$ cat src/min_tracking_stack_assert.svh
// Assertion macros for the min tracking stack.
// Each expects aclk and aresetn in scope.
`ifndef MIN_TRACKING_STACK_ASSERT_SVH
`define MIN_TRACKING_STACK_ASSERT_SVH

// Same-cycle implication
`define MIN_STK_ASSERT_IMP(lbl, ante, cons) \
    lbl: assert property (@(posedge aclk) disable iff (!aresetn) (ante) |-> (cons)) \
        else $error("min stack check failed");

// Next-cycle implication
`define MIN_STK_ASSERT_NXT(lbl, ante, cons) \
    lbl: assert property (@(posedge aclk) disable iff (!aresetn) (ante) |=> (cons)) \
        else $error("min stack check failed");

`endif

$ cat src/min_stk_pkg.sv
package min_stk_pkg;

    // Command codes
    localparam logic [1:0] CMD_PUSH = 2'd0;
    localparam logic [1:0] CMD_POP  = 2'd1;
    localparam logic [1:0] CMD_TOP  = 2'd2;
    localparam logic [1:0] CMD_MIN  = 2'd3;

    // Status codes
    localparam logic [1:0] ST_OK    = 2'd0;
    localparam logic [1:0] ST_EMPTY = 2'd1;
    localparam logic [1:0] ST_FULL  = 2'd2;

    typedef struct packed {
        logic [1:0]         command;
        logic signed [31:0] push_value;
    } min_stk_req_t;

    typedef struct packed {
        logic signed [31:0] read_value;
        logic [1:0]         status;
    } min_stk_res_t;

endpackage

$ cat src/min_stk_ctrl.sv
`include "min_tracking_stack_assert.svh"

module min_stk_ctrl #(
    parameter int STACK_DEPTH = 1024
) (
    input  logic                           aclk,
    input  logic                           aresetn,
    input  logic                           req_valid,
    output logic                           req_ready,
    input  min_stk_pkg::min_stk_req_t      req,
    input  logic                           out_free,
    output logic                           res_valid,
    output min_stk_pkg::min_stk_res_t      res,
    output logic                           val_wr_en,
    output logic [$clog2(STACK_DEPTH)-1:0] val_wr_addr,
    output logic                           min_wr_en,
    output logic [$clog2(STACK_DEPTH)-1:0] min_wr_addr,
    output logic                           rd_en,
    output logic [$clog2(STACK_DEPTH)-1:0] val_rd_addr,
    output logic [$clog2(STACK_DEPTH)-1:0] min_rd_addr,
    input  logic [31:0]                    val_rd_data,
    input  logic [31:0]                    min_rd_data
);
    import min_stk_pkg::*;

    localparam int AW = $clog2(STACK_DEPTH);
    localparam int CW = $clog2(STACK_DEPTH + 1);

    localparam logic ST_IDLE   = 1'b0;
    localparam logic ST_RELOAD = 1'b1;

    logic               state_reg, state_next;
    logic [CW-1:0]      val_count_reg, val_count_next;
    logic [CW-1:0]      min_count_reg, min_count_next;
    logic signed [31:0] val_top_reg, val_top_next;
    logic signed [31:0] min_top_reg, min_top_next;
    logic               accept;
    logic               full;
    logic               pop_min;

    assign req_ready = (state_reg == ST_IDLE) && out_free;
    assign accept    = req_valid && req_ready;
    assign res_valid = accept;
    assign full      = (val_count_reg == CW'(STACK_DEPTH));

    // Command decode, memory requests and next state
    always_comb begin
        state_next     = state_reg;
        val_count_next = val_count_reg;
        min_count_next = min_count_reg;
        val_top_next   = val_top_reg;
        min_top_next   = min_top_reg;
        res            = '0;
        val_wr_en      = 1'b0;
        min_wr_en      = 1'b0;
        val_wr_addr    = val_count_reg[AW-1:0];
        min_wr_addr    = min_count_reg[AW-1:0];
        rd_en          = 1'b0;
        pop_min        = (min_count_reg != '0) && (min_top_reg == val_top_reg);
        val_rd_addr    = AW'(val_count_reg - CW'(2));
        min_rd_addr    = pop_min ? AW'(min_count_reg - CW'(2))
                                 : AW'(min_count_reg - CW'(1));

        if (state_reg == ST_RELOAD) begin
            // new tops arrive from the memories after a pop
            val_top_next = val_rd_data;
            min_top_next = min_rd_data;
            state_next   = ST_IDLE;
        end else if (accept) begin
            case (req.command)
                CMD_PUSH: begin
                    if (full) begin
                        res.status = ST_FULL;
                    end else begin
                        val_wr_en      = 1'b1;
                        val_top_next   = req.push_value;
                        val_count_next = val_count_reg + CW'(1);
                        if ((min_count_reg == '0 || req.push_value <= min_top_reg)
                            && min_count_reg != CW'(STACK_DEPTH)) begin
                            min_wr_en      = 1'b1;
                            min_top_next   = req.push_value;
                            min_count_next = min_count_reg + CW'(1);
                        end
                    end
                end
                CMD_POP: begin
                    if (val_count_reg == '0) begin
                        res.status = ST_EMPTY;
                    end else begin
                        val_count_next = val_count_reg - CW'(1);
                        if (pop_min) begin
                            min_count_next = min_count_reg - CW'(1);
                        end
                        rd_en      = 1'b1;
                        state_next = ST_RELOAD;
                    end
                end
                CMD_TOP: begin
                    if (val_count_reg == '0) begin
                        res.status = ST_EMPTY;
                    end else begin
                        res.read_value = val_top_reg;
                    end
                end
                default: begin
                    if (val_count_reg == '0 || min_count_reg == '0) begin
                        res.status = ST_EMPTY;
                    end else begin
                        res.read_value = min_top_reg;
                    end
                end
            endcase
        end
    end

    // Control state
    always_ff @(posedge aclk) begin
        if (!aresetn) begin
            state_reg     <= ST_IDLE;
            val_count_reg <= '0;
            min_count_reg <= '0;
        end else begin
            state_reg     <= state_next;
            val_count_reg <= val_count_next;
            min_count_reg <= min_count_next;
        end
    end

    // Cached tops of both stacks
    always_ff @(posedge aclk) begin
        val_top_reg <= val_top_next;
        min_top_reg <= min_top_next;
    end

    `MIN_STK_ASSERT_IMP(a_min_le_val, 1'b1, min_count_reg <= val_count_reg)
    `MIN_STK_ASSERT_IMP(a_count_bound, 1'b1, val_count_reg <= CW'(STACK_DEPTH))
    `MIN_STK_ASSERT_IMP(a_min_nonempty, val_count_reg != '0, min_count_reg != '0)
    `MIN_STK_ASSERT_IMP(a_reload_stall, state_reg == ST_RELOAD, !req_ready)
    `MIN_STK_ASSERT_NXT(a_pop_reload, rd_en, state_reg == ST_RELOAD)

endmodule

$ cat config.mk
export PLATFORM = sky130hd
export DESIGN_NAME = min_stk_ctrl
export DESIGN_NICKNAME = d
export VERILOG_FILES = /design/src/min_stk_pkg.sv /design/src/min_stk_ctrl.sv
export VERILOG_INCLUDE_DIRS = /design/src /design/src/src
export SDC_FILE = /design/constraint.sdc
export NUM_CORES = 1
export LEC_CHECK = 0
export BUFFER_PORTS_ARGS = -buffer_cell sky130_fd_sc_hd__buf_4
export CORE_ASPECT_RATIO = 1.4
export CORE_UTILIZATION = 50
export CTS_CLUSTER_DIAMETER = 80
export DETAILED_ROUTE_END_ITERATION = 8
export GPL_TIMING_DRIVEN = 0
export PLACE_DENSITY_LB_ADDON = 0.08
export SLEW_MARGIN = 0
export SYNTH_ARGS = -nofsm -noshare
export SYNTH_HDL_FRONTEND = slang
export SYNTH_SLANG_ARGS = --single-unit
$ cat constraint.sdc
create_clock -name aclk -period 3.8 [get_ports aclk]
set_clock_uncertainty 0.05 [all_clocks]
set_input_delay 0.76 -clock aclk [delete_from_list [all_inputs] [get_ports aclk]]
set_output_delay 0.76 -clock aclk [all_outputs]
set_load 0.03 [all_outputs]
==> metrics <==
Commonest cells post-synth=160 x nand2_1, 64 x edfxtp_1, 57 x nor2_1; CTS hold repair buffers=0; CTS sink cnt=87; Post-synth top flop=edfxtp_1; vias per cell=5.57; worst-path maximum fanout=7; CP endpoint kind=output port; simple-gate area share of the yosys netlist=0.244; fin. max-slew vios=0; hold depth=2; Unique masters post-synth=59; syn nets=932; #FFs+latches synth=87; layout cells sized above 1=0.281; DPL Wire Length=13.8 mm; post-route ant nets=0; grt total ovfl=0; CP max stage delay=0.56 ns; setup repair after global routing missed its margin=true; initial core utilization=0.513; largest area contributor in the netlist=edfxtp_1; Synth Warn #=0; xor/xnor share of the synthesized area=0.0719; fin nets=1136; pwr/cell area=306 nW/um^2; synthesis-to-finish area growth=33.2%; sequential cell area fraction in the yosys report=0.362; Logic pwr share=0.232; Worst path slowest cell=or4b_4; Tmin final=3.80 ns; RD Place Congestion=0.924; hold crit path type=reg2reg; Post-Route WL=19.2 mm; DR DRC count=0; clock-pin slew on the worst setup and hold paths=0.07 ns; worst reg2reg path depth=9; CP dominant cell by count=or3_4; cell with the most instances after synthesis=nand2_1; Total Power=2.68 mW; 1st-pass router iterations=6; Slew @ Worst Pin=0.906 ns; vias in the first global route=5695; clk_lat worst skew=0.35 ns; main combinational cell family by area after synthesis=simple AND/OR/NAND/NOR gates; clock share of power=0.367; CP Launch Point=val_count_reg[4]$_SDFFE_PN0P_; Worst Setup EP=res[7]; clock tree buffer depth=2; reg2reg start=min_top_reg[14]$_DFFE_PP_; compound-gate portion of the synthesized area=0.137; asr flop ratio synth=0; mux cell area share after synthesis=0.00628; TritonCTS clock tree=built; via count=6345; worst reg2reg setup slack=0.57 ns; Peak VDD IR=261 uV; Num CTS Buffers=9; adder-cell share of the synthesized area=0.102; Tot GR Track Use=0.274; critical path type=reg2out; Setup TNS Final=0 ns; internal power=1.91 mW; Root Buffer=clkbuf_16; die area=13600 um^2; Wirelength per Cell=16.9 um; Syn Inst Count=777; top cells by area, synth=edfxtp_1 29%, ha_1 9.9%, nand2_1 9.1%; Fin. Hold Viols=0; Flop pwr share=0.401; WP data required=2.99 ns; Die Span Y=138 um; Initial DRC Count=304; status=completed; crit-path cells=or3_4, or3_4, or4b_4, nor2_4, nor3b_4, buf_6, a22oi_1, nor2_1, buf_4; first-pass GRT wire length=28.5 mm; switching fraction of total power=0.290; IO Pins=181; pin count of the biggest net entering global routing=33; post-layout util=0.684; Hold Worst Slack=0.449 ns; fmax=0.263 GHz; Startpoint Class=flip-flop; Final Setup Violations=0; static leakage=3.85 nW; worst path arrival time=2.99 ns; Max Cap Viol=0; area share of the largest cell type after synthesis=0.292; H-tree levels=3; diode count=0; Period Utilization, post-route=0.999; Max transition margin=0.396; sw power=0.777 mW; # port buffers=179; EDFF count, synth=64; synthesized area=6580 um^2; Core ar.=12800 um^2; Worst R2R End=min_top_reg[4]$_DFFE_PP_; die width=98.9 um; Avg Synthesized Cell Area=8.47 um^2; # rows=49; initial antenna violation count=0
==> placed cells by master, fill, tap and decap left out, types with 3 or more instances in the layout <==
cell / instances
buf_4: 211
and2_1: 4
a22oi_2: 16
nor4_1: 13
edfxtp_1: 64
or4_1: 9
a21boi_0: 3
dfxtp_1: 21
clkbuf_16: 9
o21ai_0: 10
a21o_1: 7
nor3_1: 9
inv_1: 51
nor2_1: 56
a22oi_1: 18
ha_1: 52
buf_2: 3
buf_6: 7
nand3_1: 12
a31oi_1: 6
or3_1: 3
xnor2_1: 12
o211ai_1: 3
a21oi_1: 36
a32oi_1: 3
or2_2: 3
nor2b_1: 4
clkbuf_1: 25
and3_1: 4
o31ai_1: 11
nand3b_1: 3
mux2i_1: 3
nand4_1: 11
xor2_1: 42
nand2b_1: 34
nand2_1: 160
==> worst min-delay path by stage <==
stage | start | endpoint
finish | val_count_reg[2]$_SDFFE_PN0P_ | val_count_reg[2]$_SDFFE_PN0P_
global route | val_count_reg[2]$_SDFFE_PN0P_ | val_count_reg[2]$_SDFFE_PN0P_
CTS | val_count_reg[2]$_SDFFE_PN0P_ | val_count_reg[2]$_SDFFE_PN0P_
detailed placement | val_count_reg[2]$_SDFFE_PN0P_ | val_count_reg[2]$_SDFFE_PN0P_
global placement | val_count_reg[2]$_SDFFE_PN0P_ | val_count_reg[2]$_SDFFE_PN0P_
floorplan | val_count_reg[2]$_SDFFE_PN0P_ | val_count_reg[2]$_SDFFE_PN0P_
==> per-layer routing <==
layer | vias to the layer above | share of wire | global-route usage
li1 | 3106 | - | -
met1 | 2944 | 0.40 | 0.326
met2 | 257 | 0.52 | 0.500
met3 | 38 | 0.058 | 0.0431
met4 | 0 | 0.029 | 0.0970
met5 | - | 0 | 0
==> power by group through the flow <==
stage | clock [mW] | sequential [mW] | combinational [mW]
CTS | 0.987 | 1.07 | 0.589
global placement | 0 | 1.09 | 0.566
detailed placement | 0 | 1.10 | 0.570
finish | 0.983 | 1.08 | 0.623
floorplan | 0 | 1.09 | 0.349
global route | 1.02 | 1.08 | 0.676
==> area by class of cell <==
cell class / count / area, um^2
flip-flops and latches: 87 / 2390
clock inverters: 6 / 92.6
well taps: 153 / 191
fillers: 1113 / 4050
clock buffers: 10 / 229
multi-input cells: 583 / 3840
plain buffers: 56 / 363
inverters: 51 / 191
repair buffers: 193 / 1470
==> metrics by stage <==
stage	worst slack [ns]	cells	area (um^2)
3_3_place_gp	-0.371	1109	8110
6_report	0.00298	1139	8760
3_5_place_dp	-0.0686	1109	8110
4_1_cts	-0.00117	1127	8510
2_1_floorplan	0.00326	777	6580
5_1_grt	-0.0760	1139	8760
==> critical path, delay by kind of cell, from the launching register on <==
family / cells / cell delay [ns]
simple gates: 6 / 1.72
buf+inv: 2 / 0.37
flops: 1 / 0.36
compound gates: 1 / 0.19
==> cell families after synthesis <==
group,count (synthesis)
compound gates,132
fa+ha+maj,53
flops,87
mux,4
xor+xnor,54
simple gates,340
buf+inv,107
==> what timing repair did <==
item / CTS / global route
endpoints found under the setup margin: 36 / 35
buffers inserted: 1 / 10
gates resized for setup: 19 / 38
gates cloned: 1 / 2
pin swaps: 2 / 9
No activity file was read; power rests on OpenSTA's default activity.
